File: config.mk
export PLATFORM = sky130hd
export DESIGN_NAME = color_to_alpha_pixel
export DESIGN_NICKNAME = d
export VERILOG_FILES = /design/src/hw/rtl/c2a_pkg.sv /design/src/hw/rtl/c2a_frac.sv /design/src/hw/rtl/c2a_div.sv /design/src/hw/rtl/color_to_alpha_pixel.sv
export VERILOG_INCLUDE_DIRS = /design/src /design/src/hw/rtl
export SDC_FILE = /design/constraint.sdc
export NUM_CORES = 2
export LEC_CHECK = 0
export ABC_AREA = 1
export ABC_CLOCK_PERIOD_IN_PS = 7450
export CORE_AREA = 4 4 323 452
export DETAILED_ROUTE_END_ITERATION = 6
export DIE_AREA = 0 0 327 456
export DONT_BUFFER_PORTS = 1
export PLACE_DENSITY_LB_ADDON = 0.15
export SYNTH_ARGS = -nofsm -noshare
export SYNTH_HDL_FRONTEND = slang
export SYNTH_SLANG_ARGS = --single-unit
File: constraint.sdc
create_clock -name clk -period 7.45 [get_ports clk]
set_input_delay 1.1175 -clock clk [delete_from_list [all_inputs] [get_ports clk]]
set_output_delay 1.1175 -clock clk [all_outputs]
set_load 0.01 [all_outputs]
File: src/hw/rtl/color_to_alpha_pixel_assert.svh
// Assertion macros used by the color-to-alpha top-level RTL.
`ifndef COLOR_TO_ALPHA_PIXEL_ASSERT_SVH
`define COLOR_TO_ALPHA_PIXEL_ASSERT_SVH

// Implication checked outside reset.
`define C2A_ASSERT_IMP(lbl, ante, cons) \
  lbl: assert property (@(posedge clk) disable iff (!rst_n) (ante) |-> (cons)) \
    else $error("c2a assertion failed");

// Next-cycle implication, live through reset as well.
`define C2A_ASSERT_RST(lbl, ante, cons) \
  lbl: assert property (@(posedge clk) (ante) |=> (cons)) \
    else $error("c2a reset assertion failed");

`endif

File: src/hw/rtl/c2a_pkg.sv
// Types and constants of the color-to-alpha pixel block.
package c2a_pkg;

  localparam int ChCount   = 3;
  localparam int DivStages = 8;
  localparam logic [7:0] FullScale = 8'd255;

  localparam logic [1:0] CFG_KEY_RED   = 2'd0;
  localparam logic [1:0] CFG_KEY_GREEN = 2'd1;
  localparam logic [1:0] CFG_KEY_BLUE  = 2'd2;

  typedef struct packed {
    logic [7:0] in_red;
    logic [7:0] in_green;
    logic [7:0] in_blue;
    logic [7:0] in_alpha;
  } pix_in_t;

  typedef struct packed {
    logic [7:0] out_red;
    logic [7:0] out_green;
    logic [7:0] out_blue;
    logic [7:0] out_alpha;
  } pix_out_t;

  // Winning fraction and the pixel that goes with it.
  typedef struct packed {
    logic                    vld;
    logic [7:0]              n;
    logic [7:0]              d;
    logic [ChCount-1:0][7:0] x;
    logic [7:0]              alpha;
  } pick_t;

  // Side data that rides alongside the dividers.
  typedef struct packed {
    logic [ChCount-1:0][7:0] x;
    logic [ChCount-1:0]      neg;
    logic                    pass;
  } side_t;

endpackage

File: src/hw/rtl/c2a_frac.sv
// Per-channel fractions and selection of the largest one, three stages.
module c2a_frac (
  input  logic                      clk,
  input  logic                      rst_n,
  input  logic                      in_vld,
  input  c2a_pkg::pix_in_t          in_pixel,
  input  logic [2:0][7:0]           key,
  output c2a_pkg::pick_t            pick
);
  import c2a_pkg::*;

  logic [ChCount-1:0][7:0] x_in, n_in, d_in;

  logic                    a_vld_r;
  logic [ChCount-1:0][7:0] a_n_r, a_d_r, a_x_r;
  logic [7:0]              a_alpha_r;

  logic                    b_vld_r;
  logic [ChCount-1:0][7:0] b_n_r, b_d_r, b_x_r;
  logic [7:0]              b_alpha_r;
  logic [15:0]             b_n01_r, b_n10_r, b_n02_r, b_n20_r, b_n12_r, b_n21_r;

  logic g01, g02, g12;
  logic [1:0] sel;
  pick_t pick_r, pick_nxt;

  assign x_in[0] = in_pixel.in_red;
  assign x_in[1] = in_pixel.in_green;
  assign x_in[2] = in_pixel.in_blue;

  always_comb begin
    for (int i = 0; i < ChCount; i++) begin
      if (x_in[i] > key[i]) begin
        n_in[i] = x_in[i] - key[i];
        d_in[i] = FullScale - key[i];
      end else if (x_in[i] < key[i]) begin
        n_in[i] = key[i] - x_in[i];
        d_in[i] = key[i];
      end else begin
        n_in[i] = 8'd0;
        d_in[i] = 8'd1;
      end
    end
  end

  always_ff @(posedge clk) begin
    if (!rst_n) begin
      a_vld_r <= 1'b0;
      b_vld_r <= 1'b0;
      pick_r.vld <= 1'b0;
    end else begin
      a_vld_r <= in_vld;
      b_vld_r <= a_vld_r;
      pick_r.vld <= pick_nxt.vld;
    end
    a_n_r     <= n_in;
    a_d_r     <= d_in;
    a_x_r     <= x_in;
    a_alpha_r <= in_pixel.in_alpha;

    // cross products for the three pairwise compares
    b_n01_r   <= {8'h00, a_n_r[0]} * {8'h00, a_d_r[1]};
    b_n10_r   <= {8'h00, a_n_r[1]} * {8'h00, a_d_r[0]};
    b_n02_r   <= {8'h00, a_n_r[0]} * {8'h00, a_d_r[2]};
    b_n20_r   <= {8'h00, a_n_r[2]} * {8'h00, a_d_r[0]};
    b_n12_r   <= {8'h00, a_n_r[1]} * {8'h00, a_d_r[2]};
    b_n21_r   <= {8'h00, a_n_r[2]} * {8'h00, a_d_r[1]};
    b_n_r     <= a_n_r;
    b_d_r     <= a_d_r;
    b_x_r     <= a_x_r;
    b_alpha_r <= a_alpha_r;

    pick_r.n     <= pick_nxt.n;
    pick_r.d     <= pick_nxt.d;
    pick_r.x     <= pick_nxt.x;
    pick_r.alpha <= pick_nxt.alpha;
  end

  // red wins only when strictly larger, then green, else blue
  always_comb begin
    g01 = b_n01_r > b_n10_r;
    g02 = b_n02_r > b_n20_r;
    g12 = b_n12_r > b_n21_r;
    if (g01) sel = g02 ? 2'd0 : 2'd2;
    else     sel = g12 ? 2'd1 : 2'd2;
    pick_nxt.vld   = b_vld_r;
    pick_nxt.n     = b_n_r[sel];
    pick_nxt.d     = b_d_r[sel];
    pick_nxt.x     = b_x_r;
    pick_nxt.alpha = b_alpha_r;
  end

  assign pick = pick_r;

endmodule

File: src/hw/rtl/c2a_div.sv
// Pipelined restoring divider, one quotient bit per stage, 8-bit quotient.
module c2a_div (
  input  logic        clk,
  input  logic        rst_n,
  input  logic        in_vld,
  input  logic [15:0] num,
  input  logic [7:0]  den,
  output logic        out_vld,
  output logic [7:0]  quo,
  output logic        rem_nz
);
  import c2a_pkg::*;

  logic        vld_r [0:DivStages-1];
  logic [15:0] rem_r [0:DivStages-1];
  logic [7:0]  den_r [0:DivStages-1];
  logic [7:0]  quo_r [0:DivStages-1];

  for (genvar k = 0; k < DivStages; k++) begin : g_stage
    logic        src_vld;
    logic [15:0] src_rem, trial;
    logic [7:0]  src_den, src_quo;
    logic        ge;

    if (k == 0) begin : g_first
      assign src_vld = in_vld;
      assign src_rem = num;
      assign src_den = den;
      assign src_quo = 8'd0;
    end else begin : g_rest
      assign src_vld = vld_r[k-1];
      assign src_rem = rem_r[k-1];
      assign src_den = den_r[k-1];
      assign src_quo = quo_r[k-1];
    end

    assign trial = {8'h00, src_den} << (DivStages - 1 - k);
    assign ge    = src_rem >= trial;

    always_ff @(posedge clk) begin
      if (!rst_n) begin
        vld_r[k] <= 1'b0;
      end else begin
        vld_r[k] <= src_vld;
      end
      rem_r[k] <= ge ? (src_rem - trial) : src_rem;
      den_r[k] <= src_den;
      quo_r[k] <= {src_quo[6:0], ge};
    end
  end

  assign out_vld = vld_r[DivStages-1];
  assign quo     = quo_r[DivStages-1];
  assign rem_nz  = |rem_r[DivStages-1];

endmodule

File: src/hw/rtl/color_to_alpha_pixel.sv
// Color-to-alpha pixel block: key colour removed into transparency.
//
// Usage: raise start with a pixel on in_pixel; busy stays low, so a pixel
// is taken at every edge where start is high, one per clock. Each pixel
// gives one word on out_pixel, marked by out_strobe for a single cycle.
// The receiver cannot stall: words leave at the rate they came in, in
// the same order.
// Pipeline: three stages of fraction build, cross-multiply and selection,
// one stage of scaling products, eight stages of bit-per-stage division
// (four divider lanes side by side) and one output register. The divider
// chain sets the latency; throughput is one pixel per cycle throughout.
// Configuration: cfg_we writes cfg_data into key red, green or blue by
// cfg_index; other indexes are dropped. Write keys only while no pixel is
// in flight.
// Reset (synchronous, rst_n low) clears all valid bits and sets every key
// to 255.
module color_to_alpha_pixel (
  input  logic               clk,
  input  logic               rst_n,
  input  logic               start,
  output logic               busy,
  input  c2a_pkg::pix_in_t   in_pixel,
  output logic               out_strobe,
  output c2a_pkg::pix_out_t  out_pixel,
  input  logic               cfg_we,
  input  logic [1:0]         cfg_index,
  input  logic [7:0]         cfg_data
);
  import c2a_pkg::*;

  logic [ChCount-1:0][7:0] key_r;
  pick_t                   pick;

  logic                    d_vld_r;
  logic [ChCount-1:0][15:0] d_num_r;
  logic [7:0]              d_den_r;
  logic [15:0]             d_anum_r;
  logic [7:0]              d_aden_r;
  side_t                   d_side_r, side_nxt;
  side_t                   side_r [0:DivStages-1];

  logic [ChCount:0]        q_vld;
  logic [ChCount:0][7:0]   q_quo;
  logic [ChCount:0]        q_rnz;

  logic                    out_strobe_r;
  pix_out_t                out_pixel_r, out_pixel_nxt;
  logic [ChCount-1:0][7:0] col;
  logic [7:0]              ceil_q;

  assign busy = 1'b0;

  always_ff @(posedge clk) begin
    if (!rst_n) begin
      key_r <= {ChCount{FullScale}};
    end else if (cfg_we) begin
      unique case (cfg_index)
        CFG_KEY_RED:   key_r[0] <= cfg_data;
        CFG_KEY_GREEN: key_r[1] <= cfg_data;
        CFG_KEY_BLUE:  key_r[2] <= cfg_data;
        default:       ;
      endcase
    end
  end

  c2a_frac u_frac (
    .clk      (clk),
    .rst_n    (rst_n),
    .in_vld   (start & ~busy),
    .in_pixel (in_pixel),
    .key      (key_r),
    .pick     (pick)
  );

  always_comb begin
    for (int i = 0; i < ChCount; i++) begin
      side_nxt.x[i]   = pick.x[i];
      side_nxt.neg[i] = pick.x[i] < key_r[i];
    end
    side_nxt.pass = pick.n == 8'd0;
  end

  // scaling products; the zero-fraction case divides by one to stay defined
  always_ff @(posedge clk) begin
    if (!rst_n) begin
      d_vld_r <= 1'b0;
    end else begin
      d_vld_r <= pick.vld;
    end
    for (int i = 0; i < ChCount; i++) begin
      d_num_r[i] <= {8'h00, (side_nxt.neg[i] ? (key_r[i] - pick.x[i])
                                             : (pick.x[i] - key_r[i]))}
                    * {8'h00, pick.d};
    end
    d_den_r  <= side_nxt.pass ? 8'd1 : pick.n;
    d_anum_r <= {8'h00, pick.n} * {8'h00, pick.alpha};
    d_aden_r <= pick.d;
    d_side_r <= side_nxt;
  end

  for (genvar i = 0; i < ChCount; i++) begin : g_col_div
    c2a_div u_div (
      .clk     (clk),
      .rst_n   (rst_n),
      .in_vld  (d_vld_r),
      .num     (d_num_r[i]),
      .den     (d_den_r),
      .out_vld (q_vld[i]),
      .quo     (q_quo[i]),
      .rem_nz  (q_rnz[i])
    );
  end

  c2a_div u_alpha_div (
    .clk     (clk),
    .rst_n   (rst_n),
    .in_vld  (d_vld_r),
    .num     (d_anum_r),
    .den     (d_aden_r),
    .out_vld (q_vld[ChCount]),
    .quo     (q_quo[ChCount]),
    .rem_nz  (q_rnz[ChCount])
  );

  // hold side data in step with the divider lanes
  always_ff @(posedge clk) begin
    side_r[0] <= d_side_r;
    for (int k = 1; k < DivStages; k++) begin
      side_r[k] <= side_r[k-1];
    end
  end

  // below the key the colour rounds toward minus infinity: subtract the ceiling
  always_comb begin
    ceil_q = 8'd0;
    for (int i = 0; i < ChCount; i++) begin
      ceil_q = q_quo[i] + {7'd0, q_rnz[i]};
      if (side_r[DivStages-1].pass) col[i] = side_r[DivStages-1].x[i];
      else if (side_r[DivStages-1].neg[i]) col[i] = key_r[i] - ceil_q;
      else col[i] = key_r[i] + q_quo[i];
    end
    out_pixel_nxt.out_red   = col[0];
    out_pixel_nxt.out_green = col[1];
    out_pixel_nxt.out_blue  = col[2];
    out_pixel_nxt.out_alpha = side_r[DivStages-1].pass ? 8'd0 : q_quo[ChCount];
  end

  always_ff @(posedge clk) begin
    if (!rst_n) begin
      out_strobe_r <= 1'b0;
    end else begin
      out_strobe_r <= q_vld[0];
    end
    out_pixel_r <= out_pixel_nxt;
  end

  assign out_strobe = out_strobe_r;
  assign out_pixel  = out_pixel_r;

`include "color_to_alpha_pixel_assert.svh"

  `C2A_ASSERT_IMP(a_lat_strobe, d_vld_r, ##9 out_strobe_r)
  `C2A_ASSERT_IMP(a_pass_alpha, d_vld_r && d_side_r.pass, ##9 (out_pixel_r.out_alpha == 8'd0))
  `C2A_ASSERT_IMP(a_lanes_even, 1'b1, (q_vld == {(ChCount+1){q_vld[0]}}))
  `C2A_ASSERT_RST(a_rst_quiet, !rst_n, !out_strobe_r)

endmodule
==> flow_metrics.env <==
export IMPL_fin_crit_ns=6.28
export IMPL_dpl_cell_area_mm2=0.0795
export IMPL_crit_type="flop to flop"
export IMPL_drive_gt1_share_pct=4.94
export IMPL_clkTransAtPathRegs_ns=0.07
export IMPL_finalSetupViolCount=0
export IMPL_syn_nets=10400
export IMPL_cts_made_buffers=145
export IMPL_crit_family="adder cells"
export IMPL_required_ns=8.18
export IMPL_cts_resized_gates=0
export IMPL_relSlewSlack_pct=19.6
export IMPL_arrival_ns=7.01
export IMPL_violations="DRC"
export IMPL_postRouteAntennaNets=0
export IMPL_syn_cell_area_mm2=0.0776
export IMPL_start_kind="flop"
export IMPL_syn_to_final_growth_pct=9.14
export IMPL_antenna_found_initial=18
export IMPL_finalClockSkew_ns=0.0255
export IMPL_place_gp_congestion=0.969
export IMPL_synth_edf_count=0
export IMPL_clockBufferDepth=3
export IMPL_core_area_mm2=0.142
export IMPL_hp_class="flop to flop"
export IMPL_drtIter0Drc=3242
export IMPL_port_buffers=0
export IMPL_clkLatencyLatePin_ns=0.80
export IMPL_grt_max_degree=38
export IMPL_multi_input_area_mm2=0.0415
export IMPL_design_area_mm2=0.0847
export IMPL_pin_count=80
export IMPL_fin_setup_tns_ns=0
export IMPL_ys_warn_count=0
export IMPL_die_y_um=456
export IMPL_die_w_um=327
export IMPL_cp_slowest_cell="dfxtp_1"
export IMPL_holdBufCountCts=0
export IMPL_ys_ff_latch=1457
export IMPL_fin_crit_sh_pct=84.3
export IMPL_root_buffer="clkbuf_16"
export IMPL_maxSlewViolCount=0
export IMPL_fillers=12700
export IMPL_cts_tree="yes"
export IMPL_synth_area_per_cell_um2=8.46
export IMPL_rows=164
export IMPL_post_synth_num_cell_types=68
export IMPL_clock_sinks=1457
export IMPL_ys_seq_area_share_pct=37.6
export IMPL_ys_async_sr_fraction_pct=0
export IMPL_first_global_vias=60400
export IMPL_cp_end_kind="flop"
export IMPL_via_count=58500
export IMPL_rsz0062_at_grt="no"
export IMPL_cap_violations=0
export IMPL_synthFlopType="dfxtp_1"
export IMPL_drc=1
export IMPL_viasPerCell=5.21
export IMPL_hold_viol_final=0
export IMPL_grt_pass1_wl_mm=324
export IMPL_fin_nets=10400
export IMPL_critPathMaxStageDelay_ns=0.69
export IMPL_dr_pass1_iters=7
export IMPL_drt_total_wl_mm=207
export IMPL_grt_overflow_total=0
export IMPL_outcome="finished, violations left"
export IMPL_fp_dieArea_mm2=0.149
export IMPL_cp_num_buf_inv=5
export IMPL_post_cts_setup_buffers=0
export IMPL_max_freq_mhz=159
export IMPL_start_util_pct=54.6
export IMPL_wire_per_inst_um=18.5
export IMPL_htree_num_levels=4
export IMPL_critPathMaxFanout=13
export IMPL_dpl_hpwl_mm=166
export IMPL_worstMarginPinSlew_ns=1.20
export IMPL_track_usage_pct=27.8
export IMPL_layout_area_seq_mm2=0.0292
export IMPL_syn_inst=9173
[synthesized netlist by cell type, drive strengths merged, types with 30 or more instances]
| library cell | instances | area [um2] |
|---|---|---|
| a21o | 35 | 263 |
| a21oi | 523 | 2630 |
| a31oi | 30 | 188 |
| buf | 56 | 360 |
| clkbuf | 151 | 568 |
| dfxtp | 1457 | 29200 |
| fa | 412 | 8250 |
| ha | 811 | 10100 |
| inv | 1606 | 6030 |
| nand2 | 1818 | 6910 |
| nand3 | 251 | 1280 |
| nand3b | 39 | 293 |
| nand4 | 87 | 569 |
| nor2 | 580 | 2190 |
| nor3 | 99 | 495 |
| nor4 | 41 | 257 |
| o211ai | 37 | 278 |
| o21ai | 528 | 2680 |
| o21bai | 33 | 263 |
| or2 | 69 | 432 |
| xnor2 | 157 | 1400 |
| xor2 | 240 | 2130 |
[final cells by class]
cell class	instances	share of cell area [%]
clock inverters	90	1.39
inverters	1613	7.15
flip-flops and latches	1457	34.4
multi-input cells	5896	49.0
well taps	1909	2.82
clock buffers	181	4.66
diodes	20	0.0591
repair buffers	60	0.536
[placed cells by master (no fill, tap or decap), types with 37 or more instances in the layout]
master,instances
xor2_1,238
nand3_1,247
clkbuf_16,146
nor3_1,97
ha_1,811
buf_4,59
dfxtp_1,1456
xnor2_1,155
o211ai_1,37
or2_2,65
nand4_1,83
o21ai_1,59
nor2_1,577
nor4_1,41
a21oi_1,521
inv_1,1585
fa_1,412
o21ai_0,459
nand2_1,1794
nand3b_1,39
[through the flow]
step,hold slack (ns),util (%),worst slack (ns),cells
detailed placement,0.312,55.9,1.22,10900
finish,0.318,59.6,1.17,11200
floorplan,0.310,-,1.88,9173
global route,0.301,59.6,0.708,11200
global placement,0.310,55.9,1.24,10900
CTS,0.286,59.5,1.20,11200
[final timing paths]
check	from	end	slack, ns	cells after the start
setup / recovery	key_r[1]	d_num_r[12]	1.17	25
setup reg to reg	key_r[1]	d_num_r[12]	1.17	25
hold / removal	g_col_div[1].u_div.quo_r[0][17]	g_col_div[1].u_div.quo_r[0][26]	0.32	0
hold reg to reg	g_col_div[1].u_div.quo_r[0][17]	g_col_div[1].u_div.quo_r[0][26]	0.32	0
[state kept, by name, summed over array words and instances (netlist names), 28 cells and up]
register,cells
u_frac.pick,49
side_r,224
u_alpha_div.quo_r,36
out_pixel,32
u_alpha_div.rem_r,112
g_col_div.u_div.rem_r,384
g_col_div.u_div.quo_r,108
g_col_div.u_div.den_r,56
d_num_r,48
u_alpha_div.den_r,56
d_side_r,28
[cells by family (layout without fill, tap and decap cells)]
family                     after synthesis  count (layout)  synth area share, %
and+or+nand+nor                       2998            2998                 16.1
adders and majority gates             1223            1223                 23.7
xor gates and xnor gates               397             397                 4.55
AOI/OAI and AO/OA                     1277            1277                 9.04
DFF                                   1457            1457                 37.6
buffers and inverters                 1820            1944                 9.00
other                                    1              21              0.00483
[worst reg2reg max path: cells and delay by family, from the launching register on]
| family | cells | cell delay [ns] |
|---|---|---|
| and+or+nand+nor | 9 | 0.91 |
| DFF | 1 | 0.69 |
| buffers and inverters | 5 | 0.51 |
| xor gates and xnor gates | 2 | 0.43 |
| AOI/OAI and AO/OA | 3 | 0.79 |
| adders and majority gates | 6 | 2.89 |
[routing by layer]
layer	track usage [%]	part of all wire (%)	vias up
li1	-	-	28900
met1	29.2	37	27700
met2	51.5	51	1356
met3	4.08	4.3	580
met4	17.7	7.4	4
met5	0	0.0092	-
Power is not shown: default switching activity piles up to over one toggle a cycle in this logic, so the estimate is an artifact.
